[src/rtl/core/sll_pkg.sv]
// shared widths, register codes and burst control type for the sound level light driver
package sll_pkg;

   localparam int BAND_W  = 8;
   localparam int LEVEL_W = 16;
   localparam int LIGHT_W = 8;
   localparam int OUT_SLOT_W = 4;
   localparam int CSR_INDEX_W = 3;
   localparam int CSR_DATA_W = 16;
   localparam int SLOT_COUNT_W = 5;

   localparam logic [LIGHT_W-1:0] FULL_LIGHT = 8'd255;

   // register indexes on the csr port
   localparam logic [CSR_INDEX_W-1:0] CSR_MODE        = 3'd0;
   localparam logic [CSR_INDEX_W-1:0] CSR_THRESHOLD   = 3'd1;
   localparam logic [CSR_INDEX_W-1:0] CSR_TRIP_VALUE  = 3'd2;
   localparam logic [CSR_INDEX_W-1:0] CSR_SLOT_COUNT  = 3'd3;
   localparam logic [CSR_INDEX_W-1:0] CSR_BAND_SELECT = 3'd4;

   // mode codes
   localparam logic [1:0] MODE_OFF    = 2'd0;
   localparam logic [1:0] MODE_FOLLOW = 2'd1;
   localparam logic [1:0] MODE_PEAK   = 2'd2;
   localparam logic [1:0] MODE_CHASE  = 2'd3;

   // values of the one or two segments of a burst
   typedef struct packed {
      logic               two_seg;
      logic [LIGHT_W-1:0] a_value;
      logic [LIGHT_W-1:0] b_value;
   } burst_ctrl_type;

endpackage

[src/rtl/core/sll_req_if.sv]
// request and response channel interfaces for the sound level light driver
interface sll_req_if import sll_pkg::*; ();
   logic               valid;
   logic               ready;
   logic [BAND_W-1:0]  band_index;
   logic [LEVEL_W-1:0] band_level;

   modport source (output valid, output band_index, output band_level, input ready);
   modport sink (input valid, input band_index, input band_level, output ready);
endinterface

interface sll_rsp_if import sll_pkg::*; ();
   logic                  valid;
   logic                  ready;
   logic [OUT_SLOT_W-1:0] slot;
   logic [LIGHT_W-1:0]    light_value;
   logic                  last_write;

   modport source (output valid, output slot, output light_value, output last_write,
                   input ready);
   modport sink (input valid, input slot, input light_value, input last_write,
                 output ready);
endinterface

[src/rtl/core/sll_burst.sv]
// burst sequencer: feeds one stored burst to the result register, a write per ready cycle
module sll_burst import sll_pkg::*; #(
   parameter int SLOT_W = 4,
   parameter int CNT_W  = 5
) (
   input  logic                clock,
   input  logic                reset,
   input  logic                load_valid,
   output logic                load_ready,
   input  burst_ctrl_type      load_ctrl,
   input  logic [SLOT_W-1:0]   load_a_slot,
   input  logic [SLOT_W-1:0]   load_b_slot,
   input  logic [CNT_W-1:0]    load_span,
   output logic                out_valid,
   input  logic                out_ready,
   output logic [SLOT_W-1:0]   out_slot,
   output logic [LIGHT_W-1:0]  out_value,
   output logic                out_last
);

   logic                desc_valid_ff, desc_valid_in;
   burst_ctrl_type      ctrl_ff;
   logic [SLOT_W-1:0]   a_slot_ff, b_slot_ff;
   logic [CNT_W-1:0]    span_ff;
   logic [SLOT_W-1:0]   idx_ff, idx_in;
   logic                seg_ff, seg_in;

   logic                out_valid_ff, out_valid_in;
   logic [SLOT_W-1:0]   out_slot_ff;
   logic [LIGHT_W-1:0]  out_value_ff;
   logic                out_last_ff;

   logic                issue, seg_end, burst_end, load;
   logic [SLOT_W-1:0]   cur_slot;
   logic [LIGHT_W-1:0]  cur_value;

   assign issue     = desc_valid_ff && (!out_valid_ff || out_ready);
   assign seg_end   = (CNT_W'(idx_ff) + CNT_W'(1)) == span_ff;
   assign burst_end = seg_end && (seg_ff || !ctrl_ff.two_seg);
   assign load_ready = !desc_valid_ff || (issue && burst_end);
   assign load      = load_valid && load_ready;
   assign cur_slot  = (seg_ff ? b_slot_ff : a_slot_ff) + idx_ff;
   assign cur_value = seg_ff ? ctrl_ff.b_value : ctrl_ff.a_value;

   always_comb begin
      desc_valid_in = desc_valid_ff;
      idx_in = idx_ff;
      seg_in = seg_ff;
      if (issue) begin
         if (seg_end) begin
            idx_in = '0;
            seg_in = 1'b1;
         end else begin
            idx_in = idx_ff + SLOT_W'(1);
         end
         if (burst_end) begin
            desc_valid_in = 1'b0;
         end
      end
      if (load) begin
         desc_valid_in = 1'b1;
         idx_in = '0;
         seg_in = 1'b0;
      end
   end

   always_comb begin
      out_valid_in = out_valid_ff;
      if (issue) begin
         out_valid_in = 1'b1;
      end else if (out_ready) begin
         out_valid_in = 1'b0;
      end
   end

   always_ff @(posedge clock) begin
      if (reset) begin
         desc_valid_ff <= 1'b0;
         out_valid_ff  <= 1'b0;
         idx_ff        <= '0;
         seg_ff        <= 1'b0;
      end else begin
         desc_valid_ff <= desc_valid_in;
         out_valid_ff  <= out_valid_in;
         idx_ff        <= idx_in;
         seg_ff        <= seg_in;
      end
   end

   always_ff @(posedge clock) begin
      if (load) begin
         ctrl_ff   <= load_ctrl;
         a_slot_ff <= load_a_slot;
         b_slot_ff <= load_b_slot;
         span_ff   <= load_span;
      end
      if (issue) begin
         out_slot_ff  <= cur_slot;
         out_value_ff <= cur_value;
         out_last_ff  <= burst_end;
      end
   end

   assign out_valid = out_valid_ff;
   assign out_slot  = out_slot_ff;
   assign out_value = out_value_ff;
   assign out_last  = out_last_ff;

   a_busy_blocks_load: assert property (@(posedge clock) disable iff (reset)
      desc_valid_ff && !issue |-> !load_ready)
      else $error("new burst offered while the stored one still has writes");

   a_last_marks_end: assert property (@(posedge clock) disable iff (reset)
      issue && burst_end |=> out_valid_ff && out_last_ff)
      else $error("final write of a burst not flagged");

   a_idx_in_span: assert property (@(posedge clock) disable iff (reset)
      desc_valid_ff |-> CNT_W'(idx_ff) < span_ff)
      else $error("slot counter ran past the segment length");

   a_span_nonzero: assert property (@(posedge clock) disable iff (reset)
      load |-> load_span != '0)
      else $error("empty burst loaded");

endmodule

[src/rtl/core/sound_level_light_driver.sv]
// top level of the sound level light driver: registers, decode and chase state
//
// req_ch carries band levels (band_index, band_level in Q1.15); only the level of the
// band held in band_select is acted on, every other transfer is dropped silently.
// rsp_ch carries light writes (slot, light_value, last_write), one per transfer;
// last_write flags the final write caused by one level.
// a matching level is decoded in its accept cycle; any writes are stored as a burst:
//   follow: slot_count writes of the scaled level
//   peak:   slot_count writes of trip_value, then slot_count writes of 0
//   chase:  zero the old slot and light the next one, or one fade step
// the burst register takes the level at the req_ch transfer; the result register then
// takes each write from it, which can then transfer on rsp_ch.
// throughput: the burst sequencer gives one write per cycle unless stalled, so a burst
// holds req_ch until its last write issues; single-write and dropped levels go at one
// per cycle. while the receiver stalls the result register holds and the stored burst
// waits; one more level is taken once the stored burst has handed over its last write.
// reset clears the registers to their defaults (mode off, threshold 16384, trip value
// 255, one slot, band 0) and the chase position and fade level to zero.
// csr_* writes must only be made while no burst is in flight.
module sound_level_light_driver import sll_pkg::*; #(
   parameter int MAX_SLOTS = 16
) (
   input  logic                   clock,
   input  logic                   reset,
   sll_req_if.sink                req_ch,
   sll_rsp_if.source              rsp_ch,
   input  logic                   csr_we,
   input  logic [CSR_INDEX_W-1:0] csr_index,
   input  logic [CSR_DATA_W-1:0]  csr_wdata
);

   // slot index and slot count widths follow the slot list depth
   localparam int SLOT_W = (MAX_SLOTS > 1) ? $clog2(MAX_SLOTS) : 1;
   localparam int CNT_W  = $clog2(MAX_SLOTS + 1);

   // configuration registers
   logic [1:0]              mode_ff;
   logic [LEVEL_W-1:0]      threshold_ff;
   logic [LIGHT_W-1:0]      trip_value_ff;
   logic [SLOT_COUNT_W-1:0] slot_count_ff;
   logic [BAND_W-1:0]       band_select_ff;

   // chase state
   logic [SLOT_W-1:0]       chase_pos_ff, chase_pos_in;
   logic [LIGHT_W-1:0]      fade_ff, fade_in;

   logic                    accept, match;
   logic [CNT_W-1:0]        n_slots;
   logic [SLOT_W-1:0]       pos_eff, pos_next;
   logic [CNT_W-1:0]        pos_inc;
   logic [LEVEL_W+LIGHT_W-1:0] scaled;
   logic [LIGHT_W:0]        follow_raw;
   logic [LIGHT_W-1:0]      follow_value;

   // burst handed to the sequencer
   logic                    load_valid, load_ready;
   burst_ctrl_type          load_ctrl;
   logic [SLOT_W-1:0]       load_a_slot, load_b_slot;
   logic [CNT_W-1:0]        load_span;

   logic [SLOT_W-1:0]       out_slot;
   logic [SLOT_W+OUT_SLOT_W-1:0] out_slot_ext;

   always_ff @(posedge clock) begin
      if (reset) begin
         mode_ff        <= MODE_OFF;
         threshold_ff   <= 16'd16384;
         trip_value_ff  <= FULL_LIGHT;
         slot_count_ff  <= 5'd1;
         band_select_ff <= '0;
      end else if (csr_we) begin
         case (csr_index)
            CSR_MODE:        mode_ff        <= csr_wdata[1:0];
            CSR_THRESHOLD:   threshold_ff   <= csr_wdata[LEVEL_W-1:0];
            CSR_TRIP_VALUE:  trip_value_ff  <= csr_wdata[LIGHT_W-1:0];
            CSR_SLOT_COUNT:  slot_count_ff  <= csr_wdata[SLOT_COUNT_W-1:0];
            CSR_BAND_SELECT: band_select_ff <= csr_wdata[BAND_W-1:0];
            default: ;
         endcase
      end
   end

   // a level is taken whenever the sequencer can take a new burst
   assign req_ch.ready = load_ready;
   assign accept = req_ch.valid && load_ready;
   assign match  = (req_ch.band_index == band_select_ff) && (mode_ff != MODE_OFF);

   // slot count clamped to 1..MAX_SLOTS
   always_comb begin
      if (slot_count_ff == '0) begin
         n_slots = CNT_W'(1);
      end else if (int'(slot_count_ff) > MAX_SLOTS) begin
         n_slots = CNT_W'(MAX_SLOTS);
      end else begin
         n_slots = CNT_W'(slot_count_ff);
      end
   end

   // a position left beyond the list by a smaller slot count restarts at zero
   assign pos_eff  = (CNT_W'(chase_pos_ff) >= n_slots) ? '0 : chase_pos_ff;
   assign pos_inc  = CNT_W'(pos_eff) + CNT_W'(1);
   assign pos_next = (pos_inc >= n_slots) ? '0 : SLOT_W'(pos_inc);

   // 255 * level / 32768, saturated for levels above full scale
   assign scaled       = {req_ch.band_level, {LIGHT_W{1'b0}}}
                         - {{LIGHT_W{1'b0}}, req_ch.band_level};
   assign follow_raw   = scaled[LEVEL_W+LIGHT_W-1:LEVEL_W-1];
   assign follow_value = follow_raw[LIGHT_W] ? FULL_LIGHT : follow_raw[LIGHT_W-1:0];

   always_comb begin
      load_valid        = 1'b0;
      load_ctrl.two_seg = 1'b0;
      load_ctrl.a_value = follow_value;
      load_ctrl.b_value = '0;
      load_a_slot       = '0;
      load_b_slot       = '0;
      load_span         = n_slots;
      chase_pos_in      = chase_pos_ff;
      fade_in           = fade_ff;
      case (mode_ff)
         MODE_FOLLOW: begin
            load_valid = match;
         end
         MODE_PEAK: begin
            // flash every slot, then blank every slot
            load_valid        = match && (req_ch.band_level >= threshold_ff);
            load_ctrl.two_seg = 1'b1;
            load_ctrl.a_value = trip_value_ff;
         end
         MODE_CHASE: begin
            load_span    = CNT_W'(1);
            load_a_slot  = pos_eff;
            chase_pos_in = pos_eff;
            if (req_ch.band_level > threshold_ff) begin
               // blank the old slot, light the next
               load_valid        = match;
               load_ctrl.two_seg = 1'b1;
               load_ctrl.a_value = '0;
               load_ctrl.b_value = trip_value_ff;
               load_b_slot       = pos_next;
               chase_pos_in      = pos_next;
               fade_in           = trip_value_ff;
            end else if (fade_ff != '0) begin
               // one fade step on the current slot
               load_valid        = match;
               load_ctrl.a_value = fade_ff - LIGHT_W'(1);
               fade_in           = fade_ff - LIGHT_W'(1);
            end
         end
         default: ;
      endcase
   end

   // chase state moves only on a matching level in chase mode
   always_ff @(posedge clock) begin
      if (reset) begin
         chase_pos_ff <= '0;
         fade_ff      <= '0;
      end else if (accept && match && (mode_ff == MODE_CHASE)) begin
         chase_pos_ff <= chase_pos_in;
         fade_ff      <= fade_in;
      end
   end

   sll_burst #(
      .SLOT_W (SLOT_W),
      .CNT_W  (CNT_W)
   ) u_burst (
      .clock       (clock),
      .reset       (reset),
      .load_valid  (accept && load_valid),
      .load_ready  (load_ready),
      .load_ctrl   (load_ctrl),
      .load_a_slot (load_a_slot),
      .load_b_slot (load_b_slot),
      .load_span   (load_span),
      .out_valid   (rsp_ch.valid),
      .out_ready   (rsp_ch.ready),
      .out_slot    (out_slot),
      .out_value   (rsp_ch.light_value),
      .out_last    (rsp_ch.last_write)
   );

   // slot port is four bits wide whatever the list depth
   assign out_slot_ext = {{OUT_SLOT_W{1'b0}}, out_slot};
   assign rsp_ch.slot  = out_slot_ext[OUT_SLOT_W-1:0];

endmodule

[src/flat_wrapper.sv]
// flat-port wrapper written by rule: the top's interface ports become plain ports
module sound_level_light_driver_flat import sll_pkg::*;
#(
   parameter int MAX_SLOTS = 16
)
  (clock, reset, csr_we, csr_index, csr_wdata, req_ch_valid, req_ch_band_index, req_ch_band_level, req_ch_ready, rsp_ch_valid, rsp_ch_slot, rsp_ch_light_value, rsp_ch_last_write, rsp_ch_ready);
  sll_req_if req_ch_i ();
  sll_rsp_if rsp_ch_i ();
  input  logic clock;
  input  logic reset;
  input  logic csr_we;
  input  logic [CSR_INDEX_W-1:0] csr_index;
  input  logic [CSR_DATA_W-1:0] csr_wdata;
  input wire logic [$bits(req_ch_i.valid)-1:0] req_ch_valid;
  input wire logic [$bits(req_ch_i.band_index)-1:0] req_ch_band_index;
  input wire logic [$bits(req_ch_i.band_level)-1:0] req_ch_band_level;
  output wire logic [$bits(req_ch_i.ready)-1:0] req_ch_ready;
  output wire logic [$bits(rsp_ch_i.valid)-1:0] rsp_ch_valid;
  output wire logic [$bits(rsp_ch_i.slot)-1:0] rsp_ch_slot;
  output wire logic [$bits(rsp_ch_i.light_value)-1:0] rsp_ch_light_value;
  output wire logic [$bits(rsp_ch_i.last_write)-1:0] rsp_ch_last_write;
  input wire logic [$bits(rsp_ch_i.ready)-1:0] rsp_ch_ready;
  assign req_ch_i.valid = req_ch_valid;
  assign req_ch_i.band_index = req_ch_band_index;
  assign req_ch_i.band_level = req_ch_band_level;
  assign req_ch_ready = req_ch_i.ready;
  assign rsp_ch_valid = rsp_ch_i.valid;
  assign rsp_ch_slot = rsp_ch_i.slot;
  assign rsp_ch_light_value = rsp_ch_i.light_value;
  assign rsp_ch_last_write = rsp_ch_i.last_write;
  assign rsp_ch_i.ready = rsp_ch_ready;
  sound_level_light_driver #(.MAX_SLOTS(MAX_SLOTS)) u_core (.clock(clock), .reset(reset), .req_ch(req_ch_i), .rsp_ch(rsp_ch_i), .csr_we(csr_we), .csr_index(csr_index), .csr_wdata(csr_wdata));
endmodule
[config.mk]
export PLATFORM = sky130hd
export DESIGN_NAME = sound_level_light_driver_flat
export DESIGN_NICKNAME = d
export VERILOG_FILES = /design/src/rtl/core/sll_pkg.sv /design/src/rtl/core/sll_req_if.sv /design/src/rtl/core/sll_burst.sv /design/src/rtl/core/sound_level_light_driver.sv /design/src/flat_wrapper.sv
export SDC_FILE = /design/constraint.sdc
export NUM_CORES = 1
export LEC_CHECK = 0
export ABC_AREA = 1
export BUFFER_PORTS_ARGS = -buffer_cell sky130_fd_sc_hd__buf_2
export CORE_UTILIZATION = 50
export DETAILED_ROUTE_END_ITERATION = 10
export PLACE_DENSITY = 0.66
export SLEW_MARGIN = 5
export SYNTH_ARGS = -nofsm -noshare
export SYNTH_HDL_FRONTEND = slang
export SYNTH_HIERARCHICAL = 1
export SYNTH_SLANG_ARGS = --single-unit
export TNS_END_PERCENT = 20
[constraint.sdc]
create_clock -name clock -period 10.5 [get_ports clock]
set_clock_uncertainty 0.2 [all_clocks]
set_input_delay 2.625 -clock clock [delete_from_list [all_inputs] [get_ports clock]]
set_output_delay 2.625 -clock clock [all_outputs]
set_load 0.005 [all_outputs]
After elaboration in Yosys (flattened, before gate mapping)

Index checks and enable logic that the tools add are counted.

Register bits: 101
Bits in latches: 0
Bits in writable memories: 0
Memory bits (read-only): 0
Input bits: 48
Output and inout bits: 15
Logic and storage cells: 98
Memories: 0

Add/sub/neg operators: 6
Multiply operators: 0
Div/mod/pow operators: 0
Magnitude comparators: 5
Equality and inequality tests: 9
Shifts and indexed selects: 0
Mux-type cells: 23
Bitwise operators: 0
Reduce and logical (&&, ||, !) cells: 35

Operators by type and width:

| cell                | number |
|---|---|
| $mux 8              | 6 |
| $sub 24x16->24      | 1 |
| $mux 4              | 5 |
| $pmux 9 s2          | 1 |
| $reduce_and 2->1    | 9 |
| $ge 16x16->1        | 1 |
| $gt 16x16->1        | 1 |
| $add 4x1->5 const B | 2 |
| $logic_and 1x1->1   | 10 |
| $mux 5              | 2 |
| $reduce_bool 2->1   | 5 |
| $eq 8x8->1          | 1 |
| $mux 1              | 8 |
| $reduce_bool 8->1   | 1 |
| $sub 8x1->8 const B | 1 |
| $eq 3x2->1 const B  | 2 |
| $eq 5x5->1          | 1 |
| $ge 4x5->1          | 1 |
| $ge 5x5->1          | 1 |
| $gt 5x5->1 const B  | 1 |
| $logic_not 5->1     | 1 |
| $add 4x1->4 const B | 1 |
| $add 4x4->4         | 1 |
| $eq 2x2->1 const B  | 2 |
| 9 further kinds     | 13 |

Logic depth before layout (Yosys ltp)

Word-level depth: 10
Gate-level depth with buffers: 26
Gate-level depth less buffers: 26

Hierarchy

The synthesis kept the hierarchy.

By module, submodules not included:

| module                   | instances | cells an instance | area each (um2) | seq. area each (um2) |
|---|---|---|---|---|
| sound_level_light_driver | 1         | 735               | 4354.2          | 1021.0 |
| sll_burst                | 1         | 170               | 1998.2          | 1431.4 |

Worst setup path after synthesis

No wires, ideal clock.

Path type: in2out
Start point: input rsp_ch_ready
End point: output req_ch_ready
Arrival time: 3496 ps
Required time: 7675 ps
Setup slack: 4179 ps
Stages on the path: 6
Path buffers: 0
Cells stage by stage: inv_1 > nand2_1 > nand2_1 > inv_1 > nand4_1 > nand2_2

Longest elaborated chain between the ends: 4

Ends and longest elaborated chain:

| element                  | RTL line           | text |
|---|---|---|
| start, declared          | flat_wrapper.sv:22 | `input wire logic [$bits(rsp_ch_i.ready)-1:0] rsp_ch_ready;` |
| $logic_or 1x1->1         | sll_burst.sv:37    | `assign issue = desc_valid_ff && (!out_valid_ff \|\| out_ready);` |
| $logic_and 1x1->1        | sll_burst.sv:37    |  |
| via u_core.u_burst.issue | sll_burst.sv:33    | `logic issue, seg_end, burst_end, load;` |
| $logic_and 1x1->1        | sll_burst.sv:40    | `assign load_ready = !desc_valid_ff \|\| (issue && burst_end);` |
| $logic_or 1x1->1         | sll_burst.sv:40    |  |
| end, declared            | flat_wrapper.sv:17 | `output wire logic [$bits(req_ch_i.ready)-1:0] req_ch_ready;` |

The timed path passes the listed nets, and every way through them passes these cells.

Worst setup path in the final report

Same ends and word-level chain as after synthesis.

==> flow_summary_export.csv <==
group,metric,value,unit
routing,drtIter0Drc,368,
finish,antennaDiodeCount,0,
timing,finalMaxSlewViolations,0,
placed_design,place_inst,1118,
placed_design,dp_hpwl,11500,um
routing,firstDrtPassIters,5,
timing,setup_violations,0,
clocking,cts.sinks,101,
critical_path,required,7.68,ns
finish,fin_area,7070,um^2
grt,antenna_found_initial,0,
timing,final_hold_viol_count,0,
critical_path,ff2ff_setup_slack,6.57,ns
grt,overflow,0,
finish,n_fill_cell,1259,
floorplanning,dieHeight,115,um
timing,max_slew_margin,31.9,%
critical_path,worstPathArrival,3.92,ns
routing,ant_nets,0,
timing,max_freq,0.148,GHz
finish,layout.cells.non_filler,1134,
floorplanning,die_area,13200,um^2
finish,layout_commonest_cell,"nand2_1",
run_status,outcome,"finished clean",
clocking,clock_path_buffers,2,
grt,grt_pass1_vias,5165,
run,max-cap-violations,0,
placed_design,gp_congestion,0.888,
finish,drive_above_1_share,11.4,%
placed_design,dpl_cell_area,6790,um^2
routing,wl,14800,um
logic_synthesis,synth_top_cell_area_share,20.3,%
routing,drc,0,
power,power.total,0.000835,W
logic_synthesis,syn_nets,994,
finish,area_growth,11.3,%
clocking,postCtsSetupBuffers,0,
routing,vias,5698,
logic_synthesis,synth_area,6350,um^2
logic_synthesis,postSynthCellCount,905,
critical_path,crit_type,"primary input to primary output",
logic_synthesis,syn_area_per_cell,7.02,um^2
clocking,root_buffer,"clkbuf_16",
grt,grt_max_degree,50,
clocking,clk_latency,0.35,ns
floorplanning,die_x,115,um
power,powerDensity,118,nW/um^2
timing,rsz0062_at_grt,"no",
critical_path,path_max_fanout,18,
clocking,cts_buffers,9,
placed_design,io_buffers,62,
routing,via_per_inst,5.02,
finish,post-route-util,57.9,%
critical_path,endpoint_kind,"primary output",
timing,finalCritPeriodShare,64.2,%
power,p_leak,3.33,nW
routing,wl_per_cell,13.1,um
clocking,ctsHoldBuffers,0,
timing,tns,0,ns
timing,worstMarginPinSlew,1.02,ns
grt,grt_pass1_wl,24600,um
timing,period_needed,6.74,ns
clocking,tritoncts,"yes",
worst_hold_path,min_path_type,"register to register",
floorplanning,rows,40,
power,max-vdd-ir-drop,75.6,uV
logic_synthesis,yosysWarningCount,6,
logic_synthesis,synth_area_leaders,"edfxtp_1 20%, dfxtp_1 18%, nand2_1 14%",
logic_synthesis,yosysTopAreaCell,"edfxtp_1",
clocking,cts.clk_slew.worst_paths,0.06,ns
floorplanning,core_area,12200,um^2
finish,layout.nets,1050,
logic_synthesis,synth_seq_area_share,38.6,%
critical_path,cp-start-kind,"primary input",
finish,final_cell_mix,"243 x nand2_1, 129 x nor2_1, 123 x inv_1",
logic_synthesis,ys_ff_latch,101,
clocking,cts_resized,0,
clocking,ctsHtreeMaxLevel,3,
logic_synthesis,ys_types,45,
floorplanning,initial_utilization,52.0,%
floorplanning,io_pins,63,
grt,grt_use_total,24.2,%
==> cell families after synthesis <==
| family | count (synthesis) | synth area share (%) |
|---|---|---|
| flops | 101 | 38.6 |
| compound gates | 115 | 9.61 |
| fa+ha+maj | 41 | 8.19 |
| buf+inv | 151 | 9.34 |
| xor+xnor | 11 | 1.52 |
| simple gates | 486 | 32.7 |
==> flip-flops by register name, indices dropped and copies added, names as in the netlist, 5 cells and up <==
register	cells
u_core/u_burst/span_ff	5
u_core/trip_value_ff	8
u_core/u_burst/ctrl_ff	17
u_core/u_burst/out_value	8
u_core/fade_ff	8
u_core/band_select_ff	8
u_core/slot_count_ff	5
u_core/threshold_ff	16
==> area by class of cell <==
class                   count  area [um^2]  area share (%)
inverters                 131          492            6.95
multi-input cells         653         3310            46.8
well taps                 168          210            2.97
clock buffers              10          229            3.24
flip-flops and latches    101         2450            34.7
clock inverters             6         47.5           0.672
repair buffers             65          333            4.71
==> critical path, cell delays in order <==
cell and delay (ns):
buf_2 0.07, inv_1 0.03, nand2_1 0.07, nand2_1 0.14, inv_1 0.47, nand4_1 0.21
nand2_2 0.17, buf_2 0.13
==> power by group <==
part | internal [W] | leakage (nW) | total (W) | switching [W]
Clock | 0.000163 | 0.139 | 0.000309 | 0.000146
Combinational | 0.0000377 | 2.31 | 0.000111 | 0.0000729
Sequential | 0.000412 | 0.877 | 0.000415 | 0.00000288
Total | 0.000613 | 3.33 | 0.000835 | 0.000222
==> per-layer routing <==
metal  routed length (um)  vias up  global-route usage [%]
met1                 6870     2518                    31.4
li1                     -     3034                       -
met4                  264        0                    7.53
met5                    0        -                       0
met2                 7050      123                    41.3
met3                  633       23                    4.02
==> worst paths after layout <==
kind	from	to	cells after the start
max reg2reg	u_core/slot_count_ff[0]	u_core/u_burst/b_slot_ff[3]	22
max	rsp_ch_ready	req_ch_ready	8
min	u_core/threshold_ff[10]	u_core/threshold_ff[10]	2
min reg2reg	u_core/threshold_ff[10]	u_core/threshold_ff[10]	2
==> through the flow <==
stage	hold WS [ns]	worst slack, ns
6_report	0.262	3.76
3_5_place_dp	0.255	3.73
5_1_grt	0.288	3.55
3_3_place_gp	0.250	3.77
2_1_floorplan	0.233	4.18
4_1_cts	0.264	3.73
==> cell usage after synthesis (all sizes together) <==
master  count
a22oi       2
nand2b      1
o211ai      4
nand3b      4
buf         8
a21oi      45
and3        3
nor4        1
o21ai      57
a21o        1
nor3b       1
ha         40
a31oi       1
inv       130
or2         1
edfxtp     43
clkbuf     12
a21boi      3
xor2        7
dfxtp      58
nor3       14
nand3      49
and2        2
xnor2       4
nor2      133
nand4      23
nand2     254
clkinv      1
fa          1
o21bai      2
(Power assumes the default switching activity.)
